<file path="src/design/stc_pkg.sv">
`timescale 1ns / 1ps

package stc_pkg;

    // character codes
    localparam logic [7:0] CHR_BLANK = 8'd32;
    localparam logic [7:0] CHR_TAB   = 8'd9;

    // field widths
    localparam int CHAR_W = 8;
    localparam int TW_W   = 5;

    // tab width register
    localparam logic [TW_W-1:0] TAB_WIDTH_RESET = 5'd8;
    localparam int MIN_TAB_WIDTH     = 2;
    localparam int MAX_TAB_WIDTH_DEF = 16;

    // command queue depth between front and back
    localparam int CMDQ_DEPTH = 2;

endpackage

</file>
<file path="src/design/stc_if.sv">
`timescale 1ns / 1ps

// input characters
interface stc_in_if;
    logic                          valid;
    logic                          ready;
    logic [stc_pkg::CHAR_W-1:0]    in_char;
    logic                          line_end;

    modport source (output valid, output in_char, output line_end, input ready);
    modport sink   (input valid, input in_char, input line_end, output ready);
endinterface

// output characters
interface stc_out_if;
    logic                          valid;
    logic                          ready;
    logic [stc_pkg::CHAR_W-1:0]    out_char;
    logic                          run_last;

    modport source (output valid, output out_char, output run_last, input ready);
    modport sink   (input valid, input out_char, input run_last, output ready);
endinterface

// tab width register writes
interface stc_cfg_if;
    logic                          valid;
    logic                          ready;
    logic [stc_pkg::TW_W-1:0]      tab_width;

    modport source (output valid, output tab_width, input ready);
    modport sink   (input valid, input tab_width, output ready);
endinterface

</file>
<file path="src/design/stc_front.sv">
`timescale 1ns / 1ps

module stc_front #(
    parameter int MAX_TAB_WIDTH = stc_pkg::MAX_TAB_WIDTH_DEF,
    parameter int CNT_W         = $clog2(MAX_TAB_WIDTH),
    parameter int CMD_W         = CNT_W + 1 + stc_pkg::CHAR_W
) (
    input  logic              clk,
    input  logic              rst_n,
    stc_in_if.sink            in,
    stc_cfg_if.sink           cfg,
    output logic              push_valid,
    output logic [CMD_W-1:0]  push_data,
    input  logic              push_ready
);

    localparam int LIM_W = $clog2(MAX_TAB_WIDTH + 1);
    localparam int CMP_W = (stc_pkg::TW_W > LIM_W) ? stc_pkg::TW_W : LIM_W;

    logic [stc_pkg::TW_W-1:0]   tab_width_reg;
    logic [CNT_W-1:0]           column_reg;
    logic [CNT_W-1:0]           column_next;
    logic [CNT_W-1:0]           pending_reg;
    logic [CNT_W-1:0]           pending_next;

    logic [CMP_W-1:0]           tw_ext;
    logic [CMP_W-1:0]           eff_width;
    logic [CMP_W-1:0]           col_inc;
    logic                       at_stop;
    logic                       is_blank;
    logic [CNT_W-1:0]           pend_inc;
    logic                       accept;
    logic                       produce;

    logic [CNT_W-1:0]           cmd_blanks;
    logic                       cmd_has_char;
    logic [stc_pkg::CHAR_W-1:0] cmd_char;

    // effective tab width, clamped to the supported range
    always_comb
    begin
        tw_ext = CMP_W'(tab_width_reg);
        if (tw_ext < CMP_W'(stc_pkg::MIN_TAB_WIDTH))
        begin
            eff_width = CMP_W'(stc_pkg::MIN_TAB_WIDTH);
        end
        else if (tw_ext > CMP_W'(MAX_TAB_WIDTH))
        begin
            eff_width = CMP_W'(MAX_TAB_WIDTH);
        end
        else
        begin
            eff_width = tw_ext;
        end
    end

    // column step and tab stop detection
    assign col_inc  = CMP_W'(column_reg) + CMP_W'(1);
    assign at_stop  = (col_inc >= eff_width);
    assign is_blank = (in.in_char == stc_pkg::CHR_BLANK);
    assign pend_inc = pending_reg + CNT_W'(1);

    // classify the character into a command for the back end
    always_comb
    begin
        cmd_blanks   = '0;
        cmd_has_char = 1'b0;
        cmd_char     = in.in_char;
        column_next  = column_reg;
        pending_next = pending_reg;
        if (is_blank)
        begin
            if (at_stop)
            begin
                cmd_has_char = 1'b1;
                cmd_char     = (pending_reg != '0) ? stc_pkg::CHR_TAB : stc_pkg::CHR_BLANK;
                column_next  = '0;
                pending_next = '0;
            end
            else
            begin
                column_next  = col_inc[CNT_W-1:0];
                pending_next = pend_inc;
                cmd_blanks   = pend_inc;
            end
        end
        else
        begin
            cmd_blanks   = pending_reg;
            cmd_has_char = 1'b1;
            column_next  = at_stop ? '0 : col_inc[CNT_W-1:0];
            pending_next = '0;
        end
        if (in.line_end)
        begin
            column_next  = '0;
            pending_next = '0;
        end
    end

    // a blank between stops that ends no line gives nothing
    assign produce    = !(is_blank && !at_stop && !in.line_end);
    assign in.ready   = push_ready;
    assign accept     = in.valid && push_ready;
    assign push_valid = accept && produce;
    assign push_data  = {cmd_blanks, cmd_has_char, cmd_char};
    assign cfg.ready  = 1'b1;

    // state and tab width register
    always_ff @(posedge clk or negedge rst_n)
    begin
        if (!rst_n)
        begin
            tab_width_reg <= stc_pkg::TAB_WIDTH_RESET;
            column_reg    <= '0;
            pending_reg   <= '0;
        end
        else
        begin
            if (cfg.valid)
            begin
                tab_width_reg <= cfg.tab_width;
            end
            if (accept)
            begin
                column_reg  <= column_next;
                pending_reg <= pending_next;
            end
        end
    end

endmodule

</file>
<file path="src/design/stc_cmd_fifo.sv">
`timescale 1ns / 1ps

module stc_cmd_fifo #(
    parameter int DATA_W = 13
) (
    input  logic              clk,
    input  logic              rst_n,
    input  logic              push_valid,
    input  logic [DATA_W-1:0] push_data,
    output logic              push_ready,
    output logic              head_valid,
    output logic [DATA_W-1:0] head_data,
    input  logic              pop
);

    localparam int PTR_W = $clog2(stc_pkg::CMDQ_DEPTH);
    localparam int CNT_W = $clog2(stc_pkg::CMDQ_DEPTH + 1);

    logic [DATA_W-1:0] entry_reg [stc_pkg::CMDQ_DEPTH];
    logic [PTR_W-1:0]  wr_ptr_reg;
    logic [PTR_W-1:0]  rd_ptr_reg;
    logic [CNT_W-1:0]  count_reg;
    logic              do_push;
    logic              do_pop;

    assign push_ready = (count_reg != CNT_W'(stc_pkg::CMDQ_DEPTH));
    assign head_valid = (count_reg != '0);
    assign head_data  = entry_reg[rd_ptr_reg];
    assign do_push    = push_valid && push_ready;
    assign do_pop     = pop && head_valid;

    // entry storage
    always_ff @(posedge clk)
    begin
        if (do_push)
        begin
            entry_reg[wr_ptr_reg] <= push_data;
        end
    end

    // pointers and fill count
    always_ff @(posedge clk or negedge rst_n)
    begin
        if (!rst_n)
        begin
            wr_ptr_reg <= '0;
            rd_ptr_reg <= '0;
            count_reg  <= '0;
        end
        else
        begin
            if (do_push)
            begin
                wr_ptr_reg <= (wr_ptr_reg == PTR_W'(stc_pkg::CMDQ_DEPTH - 1)) ?
                              '0 : wr_ptr_reg + PTR_W'(1);
            end
            if (do_pop)
            begin
                rd_ptr_reg <= (rd_ptr_reg == PTR_W'(stc_pkg::CMDQ_DEPTH - 1)) ?
                              '0 : rd_ptr_reg + PTR_W'(1);
            end
            if (do_push && !do_pop)
            begin
                count_reg <= count_reg + CNT_W'(1);
            end
            else if (!do_push && do_pop)
            begin
                count_reg <= count_reg - CNT_W'(1);
            end
        end
    end

endmodule

</file>
<file path="src/design/stc_back.sv">
`timescale 1ns / 1ps

module stc_back #(
    parameter int MAX_TAB_WIDTH = stc_pkg::MAX_TAB_WIDTH_DEF,
    parameter int CNT_W         = $clog2(MAX_TAB_WIDTH),
    parameter int CMD_W         = CNT_W + 1 + stc_pkg::CHAR_W
) (
    input  logic              clk,
    input  logic              rst_n,
    input  logic              head_valid,
    input  logic [CMD_W-1:0]  head_data,
    output logic              pop,
    stc_out_if.source         out
);

    logic [CNT_W-1:0]           sent_reg;
    logic [CNT_W-1:0]           sent_next;
    logic                       out_valid_reg;
    logic                       out_valid_next;
    logic [stc_pkg::CHAR_W-1:0] out_char_reg;
    logic [stc_pkg::CHAR_W-1:0] out_char_next;
    logic                       run_last_reg;
    logic                       run_last_next;

    logic [CNT_W-1:0]           head_blanks;
    logic                       head_has_char;
    logic [stc_pkg::CHAR_W-1:0] head_char;
    logic                       load;
    logic                       emit;
    logic                       more_blanks;
    logic                       last_blank;

    assign {head_blanks, head_has_char, head_char} = head_data;

    assign load        = !out_valid_reg || out.ready;
    assign emit        = load && head_valid;
    assign more_blanks = (sent_reg < head_blanks);
    assign last_blank  = ((CNT_W + 1)'(sent_reg) + (CNT_W + 1)'(1)) ==
                         (CNT_W + 1)'(head_blanks);

    // expand the head command: pending blanks first, then the character
    always_comb
    begin
        sent_next      = sent_reg;
        out_char_next  = out_char_reg;
        run_last_next  = run_last_reg;
        pop            = 1'b0;
        if (emit)
        begin
            if (more_blanks)
            begin
                out_char_next = stc_pkg::CHR_BLANK;
                run_last_next = last_blank && !head_has_char;
                pop           = last_blank && !head_has_char;
                sent_next     = pop ? '0 : sent_reg + CNT_W'(1);
            end
            else
            begin
                out_char_next = head_char;
                run_last_next = 1'b1;
                pop           = 1'b1;
                sent_next     = '0;
            end
        end
        if (emit)
        begin
            out_valid_next = 1'b1;
        end
        else if (out.ready)
        begin
            out_valid_next = 1'b0;
        end
        else
        begin
            out_valid_next = out_valid_reg;
        end
    end

    assign out.valid    = out_valid_reg;
    assign out.out_char = out_char_reg;
    assign out.run_last = run_last_reg;

    // output register and blank counter
    always_ff @(posedge clk or negedge rst_n)
    begin
        if (!rst_n)
        begin
            sent_reg      <= '0;
            out_valid_reg <= 1'b0;
        end
        else
        begin
            sent_reg      <= sent_next;
            out_valid_reg <= out_valid_next;
        end
    end

    // output payload
    always_ff @(posedge clk)
    begin
        out_char_reg <= out_char_next;
        run_last_reg <= run_last_next;
    end

endmodule

</file>
<file path="src/design/space_run_to_tab_compressor.sv">
`timescale 1ns / 1ps

// Space-run-to-tab compressor. Characters enter on "in" with line_end on the
// last one of a line; compressed text leaves on "out" one byte per ready cycle,
// with run_last marking the final byte caused by each input character. A run of
// blanks that reaches a tab stop becomes one tab (or one blank if the run is a
// single blank); other blanks are held and flushed before the next non-blank or
// at a line end. The tab width register (2 to MAX_TAB_WIDTH, wider or narrower
// values clamp, reset 8) is written on "cfg" and should change only while idle.
// Each accepted character goes through the command queue into the output
// register, which delivers one byte a cycle while out is ready; a character
// that flushes k held blanks gives k + 1 bytes, and input stalls once the
// two-entry command queue between classifier and expander fills.
module space_run_to_tab_compressor #(
    parameter int MAX_TAB_WIDTH = stc_pkg::MAX_TAB_WIDTH_DEF
) (
    input  logic       clk,
    input  logic       rst_n,
    stc_in_if.sink     in,
    stc_out_if.source  out,
    stc_cfg_if.sink    cfg
);

    localparam int CNT_W = $clog2(MAX_TAB_WIDTH);
    localparam int CMD_W = CNT_W + 1 + stc_pkg::CHAR_W;

    logic             push_valid;
    logic [CMD_W-1:0] push_data;
    logic             push_ready;
    logic             head_valid;
    logic [CMD_W-1:0] head_data;
    logic             pop;

    // classifier: column tracking and command generation
    stc_front #(
        .MAX_TAB_WIDTH (MAX_TAB_WIDTH),
        .CNT_W         (CNT_W),
        .CMD_W         (CMD_W)
    ) u_front (
        .clk        (clk),
        .rst_n      (rst_n),
        .in         (in),
        .cfg        (cfg),
        .push_valid (push_valid),
        .push_data  (push_data),
        .push_ready (push_ready)
    );

    // command queue
    stc_cmd_fifo #(
        .DATA_W (CMD_W)
    ) u_cmd_fifo (
        .clk        (clk),
        .rst_n      (rst_n),
        .push_valid (push_valid),
        .push_data  (push_data),
        .push_ready (push_ready),
        .head_valid (head_valid),
        .head_data  (head_data),
        .pop        (pop)
    );

    // expander: emits blanks and characters
    stc_back #(
        .MAX_TAB_WIDTH (MAX_TAB_WIDTH),
        .CNT_W         (CNT_W),
        .CMD_W         (CMD_W)
    ) u_back (
        .clk        (clk),
        .rst_n      (rst_n),
        .head_valid (head_valid),
        .head_data  (head_data),
        .pop        (pop),
        .out        (out)
    );

endmodule
</file>
<file path="src/flat_wrapper.sv">
// flat-port wrapper written by rule: the top's interface ports become plain ports
module space_run_to_tab_compressor_flat 
#(
    parameter int MAX_TAB_WIDTH = stc_pkg::MAX_TAB_WIDTH_DEF
)
  (clk, rst_n, in_valid, in_in_char, in_line_end, in_ready, out_valid, out_out_char, out_run_last, out_ready, cfg_valid, cfg_tab_width, cfg_ready);
  stc_in_if in_i ();
  stc_out_if out_i ();
  stc_cfg_if cfg_i ();
  input  logic clk;
  input  logic rst_n;
  input wire logic [$bits(in_i.valid)-1:0] in_valid;
  input wire logic [$bits(in_i.in_char)-1:0] in_in_char;
  input wire logic [$bits(in_i.line_end)-1:0] in_line_end;
  output wire logic [$bits(in_i.ready)-1:0] in_ready;
  output wire logic [$bits(out_i.valid)-1:0] out_valid;
  output wire logic [$bits(out_i.out_char)-1:0] out_out_char;
  output wire logic [$bits(out_i.run_last)-1:0] out_run_last;
  input wire logic [$bits(out_i.ready)-1:0] out_ready;
  input wire logic [$bits(cfg_i.valid)-1:0] cfg_valid;
  input wire logic [$bits(cfg_i.tab_width)-1:0] cfg_tab_width;
  output wire logic [$bits(cfg_i.ready)-1:0] cfg_ready;
  assign in_i.valid = in_valid;
  assign in_i.in_char = in_in_char;
  assign in_i.line_end = in_line_end;
  assign in_ready = in_i.ready;
  assign out_valid = out_i.valid;
  assign out_out_char = out_i.out_char;
  assign out_run_last = out_i.run_last;
  assign out_i.ready = out_ready;
  assign cfg_i.valid = cfg_valid;
  assign cfg_i.tab_width = cfg_tab_width;
  assign cfg_ready = cfg_i.ready;
  space_run_to_tab_compressor #(.MAX_TAB_WIDTH(MAX_TAB_WIDTH)) u_core (.clk(clk), .rst_n(rst_n), .in(in_i), .out(out_i), .cfg(cfg_i));
endmodule
</file>
<file path="config.mk">
export PLATFORM = sky130hd
export DESIGN_NAME = space_run_to_tab_compressor_flat
export DESIGN_NICKNAME = d
export VERILOG_FILES = /design/src/design/stc_pkg.sv /design/src/design/stc_if.sv /design/src/design/stc_front.sv /design/src/design/stc_cmd_fifo.sv /design/src/design/stc_back.sv /design/src/design/space_run_to_tab_compressor.sv /design/src/flat_wrapper.sv
export SDC_FILE = /design/constraint.sdc
export NUM_CORES = 1
export LEC_CHECK = 0
export BUFFER_PORTS_ARGS = -buffer_cell sky130_fd_sc_hd__buf_4
export CAP_MARGIN = 10
export CORE_ASPECT_RATIO = 1.5
export CORE_MARGIN = 1.5
export CORE_UTILIZATION = 45
export CTS_BUF_LIST = sky130_fd_sc_hd__clkbuf_4 sky130_fd_sc_hd__clkbuf_8
export CTS_CLUSTER_DIAMETER = 40
export DETAILED_ROUTE_END_ITERATION = 10
export SLEW_MARGIN = 5
export SYNTH_ARGS = -nofsm -noshare
export SYNTH_HDL_FRONTEND = slang
export SYNTH_SLANG_ARGS = --single-unit
</file>
<file path="constraint.sdc">
create_clock -name clk -period 3.15 [get_ports clk]
set_input_delay 0 -clock clk [delete_from_list [all_inputs] [get_ports clk]]
set_output_delay 0 -clock clk [all_outputs]
set_load 0.01 [all_outputs]
</file>
==> summary.txt <==
Pwr
  – Logic pwr share: 32.6%
  – Worst IR drop on VDD: 0.425 mV
  – Switching pwr: 1030 µW
  – Pwr/cell area: 843 nW/µm²
  – Sw Ratio: 33.7%
  – Power share of the clock group: 28.2%
  – Internal: 2020 µW
  – Flop pwr share: 39.2%
  – Lkg Pwr: 0.00156 µW

Timing
  – Fin Hold WS: 65.5 ps
  – Final hold vios: 0
  – Max Freq: 0.362 GHz
  – Max-slew violation count: 0
  – Unrepaired setup endpoints after global routing: no
  – Total negative slack: 0 ps
  – Slew headroom: 50.8%
  – Period minus WS final: 2770 ps
  – Tcrit/Tclk final: 87.8%
  – Finish-stage setup viols: 0
  – Worst-Margin Slew: 734 ps
  – Clk_skew: 11.9 ps

Setup path
  – Worst setup path class: register to register
  – WP data required: 3420 ps
  – Critical path's top delay family: compound AO/OA/AOI/OAI gates
  – Worst EP arrival: 3040 ps
  – Worst setup SP type: register
  – CP max FO: 7
  – Critical path, cell by cell: mux2_2, ha_1, a211oi_1, o2111ai_2, o21ai_1, nand2_1, ha_1, xor2_1, nor2_1, xor2_1
  – Crit path buf inv count: 0
  – CP max-delay cell: dfrtp_1
  – Setup crit end kind: register
  – Worst path max stage delay: 540 ps

Routing
  – DRC viols: 0
  – DRT iter0 DRCs: 93
  – Routed len/inst: 14.4 µm
  – Routed Wire Length: 5440 µm
  – Antenna Nets Post-Route: 0
  – Avg Vias per Cell: 5.24
  – Routed via count: 1976
  – DRT Pass-1 Iters: 4

Cells and area
  – Layout cell share with drive strength beyond 1: 20.8%
  – Nets: 331
  – Area grow syn2layout: 25.2%
  – Fillers: 495
  – Flip-flop count of the largest register after layout: 26
  – Ant diodes: 0

Yosys
  – Largest area contributor in the netlist: edfxtp_1
  – Synth area leaders: edfxtp_1 36%, dfrtp_1 18%, ha_1 6.1%
  – Post-synthesis async set-or-reset flop share: 38.6%
  – Compound-Gate Fraction of Synth Area: 10.1%
  – Xor/xnor cell area share of the yosys netlist: 2.73%
  – Largest family of logic cells by synthesized area: simple AND/OR/NAND/NOR gates
  – Mux cell area share after synthesis: 7.72%
  – Post-synth EDFFs: 35
  – Post-Syn Instances: 247
  – Adder-cell area share of the yosys netlist: 6.07%
  – Sequential area share after synthesis: 55.5%
  – #FFs+latches synth: 57
  – Synthesized area per cell: 11.7 µm²
  – Area share of and/or/nand/nor cells after synthesis: 14.2%
  – Predominant post-synthesis flop cell: edfxtp_1
  – Number of distinct library cells after synthesis: 50
  – Top-area cell type share of the netlist area: 36.4%
  – Ys Warns: 0
  – Synth Cell Area: 2890 µm²
  – Syn Nets: 280

CTS
  – Clk buf depth: 2
  – Clock Sinks: 57
  – Total CTS buffers: 9
  – Latest clock arrival within the worst-skew pair: 350 ps
  – CTS tree: yes
  – CTS root buffer: clkbuf_8
  – H-tree lvl count: 3
  – Worst-path clk slew: 70 ps
  – Quantity of gates resized following cts: 0

Run status
  – Status: finished, final reports clean

GRT
  – GRT Overall Usage: 18.3%
  – Initial antenna violation count: 0
  – Largest net degree at the start of global routing: 23
  – Vias in the first global route: 2017
  – GRT overflow: 0
  – Global-route wire length before repair: 9140 µm

Floorplan
  – Core area: 6170 µm²
  – Die Wd: 68.4 µm
  – Die Ht: 101 µm
  – Die ar.: 6910 µm²
  – Ports: 31
  – Row cnt: 35
  – Initial core utilization: 46.7%

Place
  – Post-DP HPWL: 3880 µm
  – Placer Congestion: 0.763
  – Port Buffers: 29

Job
  – Max cap viols: 0

Min path
  – Hold Path Class: primary input to register
-- cells by family after synthesis --
logic type      Yosys count
xor+xnor                  9
simple gates             84
fa+ha+maj                14
flops                    57
buf+inv                  23
other cells               1
mux                      19
compound gates           40
-- area by class of cell --
type	instances	area, µm²	share of cell area [%]
flip-flops and latches	57	1600	44.3
multi-input cells	167	1180	32.7
repair buffers	53	450	12.5
clock inverters	7	125	3.46
clock buffers	9	124	3.43
well taps	74	92.6	2.56
inverters	10	37.5	1.04
-- metrics by stage --
stage	total power [µW]	setup slack (ps)	instance area [µm²]	std cells	utilization, %
2_1_floorplan	1890	286	2890	247	-
3_3_place_gp	2180	420	3160	340	51.1
3_5_place_dp	2200	380	3160	340	51.1
4_1_cts	3080	369	3610	377	58.5
5_1_grt	3260	150	3610	377	58.5
6_report	3050	385	3610	377	58.5
-- cells in the final DEF (no fill, tap or decap), drive strengths merged, types with 2 or more instances in the layout --
cell type | Yosys | layout
dfrtp | 21 | 21
and2 | 4 | 4
mux2i | 12 | 12
o22ai | 2 | 2
nand3 | 9 | 9
nor2 | 17 | 17
xnor2 | 5 | 5
mux2 | 7 | 7
nand4b | 2 | 2
a211oi | 4 | 4
nor3b | 2 | 2
o21ai | 13 | 13
clkbuf | 8 | 9
inv | 10 | 12
buf | 5 | 32
a22o | 2 | 2
or2 | 3 | 3
nand2b | 3 | 3
and3 | 2 | 2
clkinv | 0 | 2
nand2 | 28 | 28
edfxtp | 35 | 35
nor3 | 2 | 2
bufinv | 0 | 3
a21oi | 7 | 7
nor2b | 8 | 8
xor2 | 4 | 4
dlygate4sd3 | 0 | 21
ha | 14 | 14
-- routing by layer --
metal	vias up	track usage [%]	share of wire, %
met5	-	0	0
met4	0	12.0	3.6
met3	15	2.68	2.1
met2	33	32.0	55
met1	938	19.6	39
li1	990	-	-
-- worst paths after layout --
check | slack, ps | depth (start not counted) | from | end
worst max-delay path | 380 | 10 | u_core.u_cmd_fifo.rd_ptr_reg$_DFFE_PN0P_ | u_core.u_cmd_fifo.count_reg[1]$_DFFE_PN0P_
worst min-delay path | 70 | 2 | in_in_char[5] | u_core.u_cmd_fifo.entry_reg[1][5]$_DFFE_PP_
worst max register to register | 380 | 10 | u_core.u_cmd_fifo.rd_ptr_reg$_DFFE_PN0P_ | u_core.u_cmd_fifo.count_reg[1]$_DFFE_PN0P_
worst min register to register | 490 | 1 | u_core.u_cmd_fifo.wr_ptr_reg$_DFFE_PN0P_ | u_core.u_cmd_fifo.wr_ptr_reg$_DFFE_PN0P_
max in group asynchronous | 2780 | 2 | rst_n | u_core.u_front.tab_width_reg[3]$_DFFE_PN1P_
min in group asynchronous | 80 | 2 | rst_n | u_core.u_back.sent_reg[3]$_DFFE_PN0P_
-- power groups by stage --
stage / clock (µW) / combinational (µW) / sequential [µW]
after floorplan: 0 / 698 / 1190
after global placement: 0 / 974 / 1200
after detailed placement: 0 / 984 / 1210
after CTS: 873 / 1010 / 1200
after global routing: 909 / 1130 / 1220
final: 859 / 993 / 1190
-- synthesized netlist by cell type, types with 3 or more instances --
cell type / n
inv_1: 10
xnor2_1: 5
ha_1: 14
mux2_2: 5
nand3_1: 9
a21oi_1: 7
a211oi_1: 4
or2_2: 3
o21ai_1: 5
dfrtp_1: 21
xor2_1: 4
nor2_1: 17
nand2b_1: 3
buf_2: 3
nand2_1: 28
o21ai_0: 8
mux2i_1: 10
and2_1: 4
nor2b_1: 8
clkbuf_1: 8
edfxtp_1: 35
-- what timing repair did --
| item | in CTS | in global routing |
|---|---|---|
| hold buffers | 21 | 0 |
| hold endpoints to repair | 44 | 0 |
| buffers inserted | 0 | 0 |
(Power assumes the default switching activity.)
